<file path="src/rtl/ppis_pkg.sv">
package ppis_pkg;

  localparam int ADDR_BITS     = 14;
  localparam int OUT_ADDR_W    = 14;
  localparam int PEN_W         = 4;
  localparam int BYTE_W        = 8;
  localparam int SLOT_W        = 3;
  localparam int COL_W         = 7;
  localparam int ROW_W         = 8;
  localparam int MODE_W        = 2;
  localparam int CFG_INDEX_W   = 2;
  localparam int CFG_DATA_W    = 7;
  localparam int ROW_GROUP_W   = ROW_W - 3;
  localparam int ROW_BASE_W    = ROW_GROUP_W + COL_W;
  localparam int STRIDE_SHIFT  = 11;

  localparam logic [MODE_W-1:0] MODE_WIDE   = 2'd0;
  localparam logic [MODE_W-1:0] MODE_MEDIUM = 2'd1;
  localparam logic [MODE_W-1:0] MODE_NARROW = 2'd2;
  localparam logic [MODE_W-1:0] MODE_ALIAS  = 2'd3;

  localparam logic [CFG_INDEX_W-1:0] CFG_PIXEL_MODE     = 2'd0;
  localparam logic [CFG_INDEX_W-1:0] CFG_BYTES_PER_LINE = 2'd1;
  localparam logic [CFG_INDEX_W-1:0] CFG_ADDRESS_LAYOUT = 2'd2;

  localparam logic [MODE_W-1:0] RST_PIXEL_MODE     = MODE_MEDIUM;
  localparam logic [COL_W-1:0]  RST_BYTES_PER_LINE = 7'd80;
  localparam logic              LAYOUT_INTERLEAVED = 1'b0;
  localparam logic              LAYOUT_LINEAR      = 1'b1;

  typedef struct packed {
    logic [MODE_W-1:0] pixel_mode;
    logic [COL_W-1:0]  bytes_per_line;
    logic              address_layout;
  } cfg_t;

  typedef struct packed {
    logic [OUT_ADDR_W-1:0] address;
    logic [BYTE_W-1:0]     data;
    logic                  end_of_line;
  } result_t;

endpackage

</file>
<file path="src/rtl/ppis_core.sv">
module ppis_core
  import ppis_pkg::*;
(
  input  logic             clk,
  input  logic             rst_n,
  input  cfg_t             cfg,
  input  logic [PEN_W-1:0] pen,
  input  logic             frame_start,
  input  logic             commit,
  output logic             emit,
  output result_t          result
);

  logic [SLOT_W-1:0]    slot_r,    slot_nxt;
  logic [BYTE_W-1:0]    partial_r, partial_nxt;
  logic [COL_W-1:0]     col_r,     col_nxt;
  logic [ROW_W-1:0]     row_r,     row_nxt;
  logic [ADDR_BITS-1:0] addr_r,    addr_nxt;

  logic [SLOT_W-1:0]     slot_cur;
  logic [BYTE_W-1:0]     partial_cur;
  logic [COL_W-1:0]      col_cur;
  logic [ROW_W-1:0]      row_cur;
  logic [ADDR_BITS-1:0]  addr_cur;
  logic [MODE_W-1:0]     mode;
  logic [SLOT_W-1:0]     slot_last;
  logic [BYTE_W-1:0]     placed;
  logic [BYTE_W-1:0]     packed_byte;
  logic [COL_W-1:0]      last_col;
  logic                  eol;
  logic [ROW_W-1:0]      row_inc;
  logic [ROW_BASE_W-1:0] row_base;
  logic [ADDR_BITS-1:0]  row_start;
  logic [ADDR_BITS-1:0]  addr_inc;

  assign slot_cur    = frame_start ? '0 : slot_r;
  assign partial_cur = frame_start ? '0 : partial_r;
  assign col_cur     = frame_start ? '0 : col_r;
  assign row_cur     = frame_start ? '0 : row_r;
  assign addr_cur    = frame_start ? '0 : addr_r;

  assign mode = (cfg.pixel_mode == MODE_ALIAS) ? MODE_MEDIUM : cfg.pixel_mode;

  always_comb begin
    unique case (mode)
      MODE_WIDE: begin
        slot_last = 3'd1;
        if (slot_cur[0]) begin
          placed = {1'b0, pen[3], 1'b0, pen[2], 1'b0, pen[1], 1'b0, pen[0]};
        end else begin
          placed = {pen[3], 1'b0, pen[2], 1'b0, pen[1], 1'b0, pen[0], 1'b0};
        end
      end
      MODE_MEDIUM: begin
        slot_last = 3'd3;
        placed = (BYTE_W'(pen[0]) << (3'd7 - {1'b0, slot_cur[1:0]}))
               | (BYTE_W'(pen[1]) << (3'd3 - {1'b0, slot_cur[1:0]}));
      end
      default: begin
        slot_last = 3'd7;
        placed = BYTE_W'(pen[0]) << (3'd7 - slot_cur);
      end
    endcase
  end

  assign packed_byte = partial_cur | placed;
  assign emit        = slot_cur >= slot_last;

  assign last_col = cfg.bytes_per_line - 7'd1;
  assign eol      = col_cur == last_col;
  assign row_inc  = row_cur + 8'd1;
  assign row_base = ROW_BASE_W'(row_inc[ROW_W-1:3]) * ROW_BASE_W'(cfg.bytes_per_line);
  assign row_start = ADDR_BITS'(row_base)
                   + (ADDR_BITS'(row_inc[2:0]) << STRIDE_SHIFT);
  assign addr_inc = addr_cur + ADDR_BITS'(1);

  assign result.address     = addr_cur[OUT_ADDR_W-1:0];
  assign result.data        = packed_byte;
  assign result.end_of_line = eol;

  always_comb begin
    slot_nxt    = slot_cur;
    partial_nxt = packed_byte;
    col_nxt     = col_cur;
    row_nxt     = row_cur;
    addr_nxt    = addr_cur;
    if (!emit) begin
      slot_nxt = slot_cur + 3'd1;
    end else begin
      slot_nxt    = '0;
      partial_nxt = '0;
      if (eol) begin
        col_nxt = '0;
        row_nxt = row_inc;
        if (cfg.address_layout == LAYOUT_INTERLEAVED) begin
          addr_nxt = row_start;
        end else begin
          addr_nxt = addr_inc;
        end
      end else begin
        col_nxt  = col_cur + 7'd1;
        addr_nxt = addr_inc;
      end
    end
  end

  always_ff @(posedge clk) begin
    if (!rst_n) begin
      slot_r    <= '0;
      partial_r <= '0;
      col_r     <= '0;
      row_r     <= '0;
      addr_r    <= '0;
    end else if (commit) begin
      slot_r    <= slot_nxt;
      partial_r <= partial_nxt;
      col_r     <= col_nxt;
      row_r     <= row_nxt;
      addr_r    <= addr_nxt;
    end
  end

endmodule

</file>
<file path="src/rtl/pixel_pack_interleaved_screen.sv">
// Packs palette pens, one per input word in raster order, into screen bytes of
// 2, 4 or 8 pixels (pixel_mode 0, 1, 2; mode 3 acts as mode 1) and emits each
// finished byte with its screen address, interleaved by scanline groups of
// eight or linear per address_layout. A word with frame_start set restarts the
// position counters. A pen is registered in an input stage and each finished
// byte in an output register; one pen is taken every cycle, and input stalls
// only while a finished byte sits in the output register and out_ready is low.
module pixel_pack_interleaved_screen
  import ppis_pkg::*;
(
  input  logic                   clk,
  input  logic                   rst_n,
  input  logic                   cfg_we,
  input  logic [CFG_INDEX_W-1:0] cfg_index,
  input  logic [CFG_DATA_W-1:0]  cfg_data,
  input  logic                   in_valid,
  output logic                   in_ready,
  input  logic [PEN_W-1:0]       in_pen,
  input  logic                   in_frame_start,
  output logic                   out_valid,
  input  logic                   out_ready,
  output logic [OUT_ADDR_W-1:0]  out_address,
  output logic [BYTE_W-1:0]      out_data,
  output logic                   out_end_of_line
);

  cfg_t             cfg_r;
  logic             s1_valid_r;
  logic [PEN_W-1:0] s1_pen_r;
  logic             s1_frame_start_r;
  logic             out_valid_r;
  result_t          out_r;
  logic             emit;
  logic             go;
  result_t          result;

  always_ff @(posedge clk) begin
    if (!rst_n) begin
      cfg_r.pixel_mode     <= RST_PIXEL_MODE;
      cfg_r.bytes_per_line <= RST_BYTES_PER_LINE;
      cfg_r.address_layout <= LAYOUT_INTERLEAVED;
    end else if (cfg_we) begin
      unique case (cfg_index)
        CFG_PIXEL_MODE:     cfg_r.pixel_mode     <= cfg_data[MODE_W-1:0];
        CFG_BYTES_PER_LINE: cfg_r.bytes_per_line <= cfg_data[COL_W-1:0];
        CFG_ADDRESS_LAYOUT: cfg_r.address_layout <= cfg_data[0];
        default: ;
      endcase
    end
  end

  assign go       = s1_valid_r && (!emit || !out_valid_r || out_ready);
  assign in_ready = !s1_valid_r || go;

  always_ff @(posedge clk) begin
    if (!rst_n) begin
      s1_valid_r <= 1'b0;
    end else if (in_ready) begin
      s1_valid_r <= in_valid;
    end
  end

  always_ff @(posedge clk) begin
    if (in_valid && in_ready) begin
      s1_pen_r         <= in_pen;
      s1_frame_start_r <= in_frame_start;
    end
  end

  ppis_core u_core (
    .clk         (clk),
    .rst_n       (rst_n),
    .cfg         (cfg_r),
    .pen         (s1_pen_r),
    .frame_start (s1_frame_start_r),
    .commit      (go),
    .emit        (emit),
    .result      (result)
  );

  always_ff @(posedge clk) begin
    if (!rst_n) begin
      out_valid_r <= 1'b0;
    end else if (go && emit) begin
      out_valid_r <= 1'b1;
    end else if (out_ready) begin
      out_valid_r <= 1'b0;
    end
  end

  always_ff @(posedge clk) begin
    if (go && emit) begin
      out_r <= result;
    end
  end

  assign out_valid       = out_valid_r;
  assign out_address     = out_r.address;
  assign out_data        = out_r.data;
  assign out_end_of_line = out_r.end_of_line;

endmodule

</file>
<file path="config.mk">
export PLATFORM = sky130hd
export DESIGN_NAME = pixel_pack_interleaved_screen
export DESIGN_NICKNAME = d
export VERILOG_FILES = /design/src/rtl/ppis_pkg.sv /design/src/rtl/ppis_core.sv /design/src/rtl/pixel_pack_interleaved_screen.sv
export SDC_FILE = /design/constraint.sdc
export NUM_CORES = 1
export LEC_CHECK = 0
export ABC_AREA = 1
export BUFFER_PORTS_ARGS = -buffer_cell sky130_fd_sc_hd__buf_2
export CORE_ASPECT_RATIO = 0.6
export CORE_UTILIZATION = 45
export CTS_CLUSTER_SIZE = 20
export DETAILED_ROUTE_END_ITERATION = 7
export SKIP_LAST_GASP = 1
export SLEW_MARGIN = 20
export SYNTH_ARGS = -nofsm -noshare
export SYNTH_HDL_FRONTEND = slang
export SYNTH_SLANG_ARGS = --single-unit
</file>
<file path="constraint.sdc">
create_clock -name clk -period 8.77 [get_ports clk]
set_input_delay 1.754 -clock clk [delete_from_list [all_inputs] [get_ports clk]]
set_output_delay 1.754 -clock clk [all_outputs]
set_load 0.02 [all_outputs]
</file>
==> results of run 1 <==
[registers in the layout, indices dropped and copies added, names as in the netlist]
signal            cells
s1_pen_r              4
u_core.col_r          7
cfg_r                10
s1_frame_start_r      1
u_core.slot_r         3
out_data              8
u_core.partial_r      8
u_core.row_r          8
out_valid             1
out_address          14
u_core.addr_r        14
s1_valid_r            1
out_end_of_line       1
[layout by cell type, fill, tap and decap left out, types with 25 or more instances in the layout]
| master | instances |
|---|---|
| nand2_1 | 233 |
| inv_1 | 112 |
| nor2_1 | 82 |
| nand3_1 | 73 |
| a21oi_1 | 72 |
| dfxtp_1 | 52 |
| buf_2 | 43 |
| ha_1 | 35 |
| edfxtp_1 | 28 |
| o21ai_0 | 25 |
[worst reg2reg max path, delay by kind of cell (launching register included)]
kind / cells / cell delay (ns)
simple gates: 14 / 1.66
fa+ha+maj: 4 / 1.96
compound gates: 3 / 0.46
buf+inv: 6 / 0.95
flops: 1 / 0.36
[how the worst min path moves through the flow]
stage / slack [ns] / depth (start not counted) / start / endpoint
floorplan: 0.44 / 2 / u_core.partial_r[4] / u_core.partial_r[4]
global placement: 0.45 / 2 / u_core.slot_r[2] / u_core.slot_r[2]
detailed placement: 0.46 / 2 / u_core.row_r[6] / u_core.row_r[6]
CTS: 0.47 / 2 / u_core.row_r[6] / u_core.row_r[6]
global route: 0.48 / 2 / u_core.partial_r[2] / u_core.partial_r[2]
finish: 0.47 / 2 / u_core.row_r[4] / u_core.row_r[4]
[kinds of logic (layout without fill, tap and decap cells)]
group                    after synthesis  after routing
AND/OR/NAND/NOR                      426            426
flip-flops                            80             80
XOR/XNOR                              17             17
AO/OA/AOI/OAI                        114            114
adder cells (fa/ha/maj)               50             50
buffers and inverters                140            180
[Yosys cell counts]
| library cell | instances |
|---|---|
| nor2_4 | 8 |
| edfxtp_1 | 28 |
| o21bai_1 | 2 |
| nor2_1 | 82 |
| or2_2 | 2 |
| o21bai_2 | 1 |
| nand4_1 | 10 |
| inv_2 | 6 |
| nand3_1 | 73 |
| nand2_4 | 1 |
| nor3_1 | 5 |
| o21ai_0 | 25 |
| nor3_2 | 1 |
| inv_1 | 112 |
| xnor2_1 | 6 |
| a21oi_2 | 1 |
| ha_1 | 35 |
| nand2_2 | 3 |
| nand3b_1 | 1 |
| o21ai_2 | 3 |
| buf_6 | 5 |
| fa_1 | 15 |
| buf_2 | 5 |
| nand3_4 | 1 |
| nor2_8 | 1 |
| dfxtp_1 | 52 |
| or2_1 | 1 |
| xor2_1 | 11 |
| o21ai_1 | 6 |
| clkbuf_1 | 12 |
| o211ai_1 | 4 |
| nand2_1 | 233 |
| a21oi_1 | 72 |
| nor2_2 | 4 |
[report_power, final]
| group | total, mW | internal, mW | switching [mW] |
|---|---|---|---|
| sequential | 0.400 | 0.392 | 0.00767 |
| clock | 0.390 | 0.224 | 0.166 |
| combinational | 0.0737 | 0.0201 | 0.0536 |
| total | 0.863 | 0.636 | 0.227 |
[metal layers]
metal	GRT usage	share of wire	up-vias
met4	0.0627	0.012	0
met2	0.335	0.40	193
met5	0	0	-
li1	-	-	2716
met3	0.0426	0.072	18
met1	0.375	0.52	2450
[area by class of cell]
class	instances	area, um^2	area share
multi-input combinational	607	3350	0.522
tap	165	206	0.0322
clock inverter	7	77.6	0.0121
clock buffer	9	225	0.0351
timing repair buffer	46	238	0.0370
sequential	80	1880	0.293
inverter	118	443	0.0690
==> key figures, run 1 <==
Yosys
  • Net count after synthesis: 896
  • Compound-Gate Fraction of Synth Area: 0.105
  • Xor/xnor cell area share of the yosys netlist: 0.0257
  • Syn avg cell area: 7.01 um^2
  • Cell Area, Synth: 5800 um^2
  • Synth Area in Simple Gates: 0.320
  • #FFs+latches synth: 80
  • Netlist cell types: 34
  • Sequential area share after synthesis: 0.324
  • Top cells by area, synth: dfxtp_1, nand2_1, edfxtp_1, ha_1, inv_1
  • Cell taking the most area after synthesis: dfxtp_1
  • Post-synthesis mux area share: 0
  • Largest family of logic cells by synthesized area: simple AND/OR/NAND/NOR gates
  • Post-Syn Instances: 827
  • Synth warn: 0
  • Post-synth top area share: 0.180
  • Adder-cell share of the synthesized area: 0.127

Routing
  • Detail Route Antenna Nets: 0
  • Routed len/inst: 15.0 um
  • Initial drt markers: 397
  • Detailed Routing Iterations Pass 1: 5
  • Via Count: 5,377
  • Via density: 5.21
  • DRC: 0
  • Total wire length: 15,500 um

Final layout
  • Fin util: 0.522
  • Share of layout cells above drive strength 1: 0.107
  • Finished layout cell area: 6420 um^2
  • Layout area overhead: 10.7%
  • Final Non-Filler Cells: 1,032
  • Fin nets: 931
  • Antenna diode count: 0
  • Number of filler cells placed in the layout: 1,237

Placed design
  • DP Worst Slack: 3.22 ns
  • Gpl congestion: 0.896
  • Post-Place Cells: 1,016
  • Port-buffer cells: 43
  • DP Area: 6120 um^2
  • Hpwl dp: 11,600 um

Clock tree
  • CTS max path bufs: 2
  • Cts repair resizes: 0
  • Clk slew on worst S/H paths: 0.06 ns
  • CTS Buf Count: 9
  • Clock sinks: 80
  • CTS Hold Bufs: 0
  • H-Tree Depth: 3
  • CTS tree: done
  • Root Driver: clkbuf_16
  • Clk_lat worst skew: 0.34 ns
  • Post-CTS Setup Repair Bufs: 0

STA
  • Slew margin rel.: 0.278
  • Setup TNS Final: 0 ns
  • Max Clock Skew: 0.00804 ns
  • Final setup violation count: 0
  • Unrepaired setup endpoints after global routing: false
  • Min setup slack post-route: 3.22 ns
  • Final Hold Vio Count: 0
  • Pins over their slew limit: 0
  • Final Critical Period: 5.55 ns
  • Hold slack: 0.467 ns
  • Part of the cycle the worst path needs: 0.633
  • Worst-margin pin slew: 1.08 ns
  • Fmax: 180 MHz

Floorplan
  • Die area: 13,400 um^2
  • Die Span X: 149 um
  • Initial Util: 0.472
  • I/O pin cnt: 44
  • Die H: 89.9 um
  • Core area: 12,300 um^2
  • Row Count: 31

Critical path
  • R2R setup slack: 3.22 ns
  • Crit path largest cell delay: 0.53 ns
  • Reg2reg end: u_core.addr_r[12]
  • CP bufs+invs: 6
  • Startpoint types: register
  • Worst Reg2Reg Path Length in Cells: 27
  • Crit path max-delay family: adder cells
  • Crit. Startpoint: s1_frame_start_r
  • Most used cell, CP: nand2_1
  • Worst path depth: 27
  • Worst path arrival time: 5.73 ns
  • Worst r2r src: s1_frame_start_r
  • Critical path endpoint: u_core.addr_r[12]
  • Crit Path Class: reg -> reg
  • Critical-path maximum fanout: 24
  • Critical Path RT: 8.95 ns
  • Slowest cell on the critical path: fa_1
  • Crit end category: register

Global routing
  • Largest net degree at the start of global routing: 46
  • Initial antenna violation count: 0
  • First-pass GRT wire length: 25,300 um
  • GRT Total Usage: 0.241
  • Vias in the first global route: 4,974
  • Global route overflow: 0

Power
  • PwrDens: 134 nW/um^2
  • Pleak: 2.97 nW
  • Power consumption: 863 uW
  • Peak supply drop: 0.114 mV

Outcome
  • Status: finished clean

Min path
  • HP Class: reg -> reg

Job
  • Max cap viols: 0
Note: power is estimated with default switching activity, not from simulation.
==> run 2, diff against run 1 <==
==> constraint.sdc (replaced) <==
create_clock -name clk -period 5.7 [get_ports clk]
set_input_delay 1.14 -clock clk [delete_from_list [all_inputs] [get_ports clk]]
set_output_delay 1.14 -clock clk [all_outputs]
set_load 0.02 [all_outputs]
==> run 2 against run 1 <==
Net effect: global-route usage grew 1.1 points; setup slack lost 2.6 ns; utilization grew 0.18 points; total power grew 54%; die area is the same; clock-buffer cell count is the same.
==> key figures, run 2 (same netlist as run 1, synthesis figures left out) <==
Outcome
  • Status: finished clean

Global routing
  • Largest net degree at the start of global routing: 45 (-2.2%)
  • Initial antenna violation count: 0 (unchanged)
  • Global route overflow: 0 (unchanged)
  • Vias in the first global route: 4,962 (-0.24%)
  • First-pass GRT wire length: 26,100 um (+3.1%)
  • GRT Total Usage: 0.252 (+0.0107)

Placed design
  • Port-buffer cells: 43 (unchanged)
  • Post-Place Cells: 1,019 (+0.30%)
  • Hpwl dp: 12,400 um (+6.5%)
  • Gpl congestion: 0.921 (+2.7%)
  • DP Area: 6140 um^2 (+0.37%)
  • DP Worst Slack: 0.704 ns (-2.52 ns)

Critical path
  • CP bufs+invs: 5 (-1)
  • Crit path max-delay family: adder cells
  • Crit end category: register
  • Worst r2r src: s1_frame_start_r
  • Startpoint types: register
  • Critical-path maximum fanout: 6 (-75%)
  • Slowest cell on the critical path: fa_1
  • Worst path arrival time: 5.27 ns (-0.46 ns)
  • Crit path largest cell delay: 0.53 ns (about the same)
  • Crit. Startpoint: s1_frame_start_r
  • Critical Path RT: 5.89 ns (-3.06 ns)
  • Crit Path Class: reg -> reg

Clock tree
  • CTS tree: done
  • H-Tree Depth: 3 (unchanged)
  • Clk_lat worst skew: 0.34 ns (about the same)
  • Root Driver: clkbuf_16
  • CTS max path bufs: 2 (unchanged)
  • CTS Hold Bufs: 0 (unchanged)
  • Cts repair resizes: 0 (unchanged)
  • CTS Buf Count: 9 (unchanged)
  • Clock sinks: 80 (unchanged)
  • Post-CTS Setup Repair Bufs: 0 (unchanged)
  • Clk slew on worst S/H paths: 0.07 ns (about the same)

STA
  • Hold slack: 0.462 ns (-0.00448 ns)
  • Worst-margin pin slew: 0.981 ns (-0.100 ns)
  • Fmax: 197 MHz (+9.2%)
  • Final setup violation count: 0 (unchanged)
  • Slew margin rel.: 0.342 (+0.0636)
  • Unrepaired setup endpoints after global routing: false
  • Setup TNS Final: 0 ns (unchanged)
  • Min setup slack post-route: 0.618 ns (-2.60 ns)
  • Part of the cycle the worst path needs: 0.892 (+0.259)
  • Pins over their slew limit: 0 (unchanged)
  • Final Hold Vio Count: 0 (unchanged)
  • Final Critical Period: 5.08 ns (-0.468 ns)
  • Max Clock Skew: 0.0133 ns (+0.00522 ns)

Min path
  • HP Class: reg -> reg
  • Hold_sp: u_core.slot_r[2]

Final layout
  • Final Non-Filler Cells: 1,035 (+0.29%)
  • Most common cell after layout, fill and taps aside: nand2_1
  • Share of layout cells above drive strength 1: 0.110 (+0.00308)
  • Fin util: 0.524 (+0.00183)
  • Number of filler cells placed in the layout: 1,216 (-1.7%)
  • Antenna diode count: 0 (unchanged)
  • Finished layout cell area: 6440 um^2 (+0.35%)
  • Fin nets: 934 (+0.32%)
  • Layout area overhead: 11.1%
  • Most frequent cells in the layout: nand2_1, inv_1, nor2_1

Power
  • Sw Ratio: 0.262 (-0.00127)
  • Power consumption: 1.33 mW (+54%)
  • Psw: 348 uW (+53%)
  • Internal: 979 uW (+54%)
  • Comb power frac: 0.088 (+0.003)
  • Clk pwr share: 0.448 (-0.003)
  • Peak supply drop: 0.138 mV (+20%)
  • Sequential share of power: 0.464 (about the same)
  • Pleak: 2.98 nW (+0.30%)
  • PwrDens: 206 nW/um^2 (+53%)

Routing
  • Total wire length: 16,200 um (+4.7%)
  • Via Count: 5,472 (+1.8%)
  • Via density: 5.29 (+1.5%)
  • Initial drt markers: 539 (+36%)
  • Routed len/inst: 15.7 um (+4.4%)
  • DRC: 0 (unchanged)
  • Detail Route Antenna Nets: 0 (unchanged)
  • Detailed Routing Iterations Pass 1: 5 (unchanged)

Floorplan
  • Die H: 89.9 um (unchanged)
  • Initial Util: 0.472 (unchanged)
  • Die Span X: 149 um (unchanged)
  • Core area: 12,300 um^2 (unchanged)
  • I/O pin cnt: 44 (unchanged)
  • Die area: 13,400 um^2 (unchanged)
  • Row Count: 31 (unchanged)

Job
  • Max cap viols: 0 (unchanged)
[run 2: cell types whose count changed in the layout (fill, tap and decap cells not counted)]
cell and change:
inv_1 -1, clkinv_1 +1, buf_4 +3
[run 2: power groups by stage]
stage               Sequential (mW)  Clock, mW  Combinational, mW
finish                        0.616      0.594              0.116
global route                  0.618      0.630              0.129
CTS                           0.616      0.606              0.115
detailed placement            0.628          0              0.114
global placement              0.628          0              0.112
floorplan                     0.624          0             0.0841
[run 2: path summary, 6_finish.rpt]
check,end,slack [ns],cells after the start
worst max-delay path,u_core.addr_r[12],0.62,27
worst min-delay path,u_core.slot_r[2],0.46,2
worst max register to register,u_core.addr_r[12],0.62,27
worst min register to register,u_core.slot_r[2],0.46,2
[run 2: routing by layer]
metal / global-route usage / part of all wire
met3: 0.0492 / 0.067
met5: 0 / 0
met2: 0.357 / 0.41
met4: 0.0498 / 0.0064
met1: 0.389 / 0.52
[run 2: cell type report]
cell class / count / area [um^2] / share of cell area
clock buffers: 9 / 225 / 0.0350
clock inverters: 7 / 77.6 / 0.0120
inverters: 118 / 443 / 0.0688
multi-input cells: 607 / 3350 / 0.520
flip-flops and latches: 80 / 1880 / 0.292
well taps: 165 / 206 / 0.0320
repair buffers: 49 / 260 / 0.0404
[run 2: tightest hold or removal path, stage by stage, from the launching register on]
cell	delay, ns
dfxtp_1	0.31
nand2_1	0.06
a21oi_1	0.05
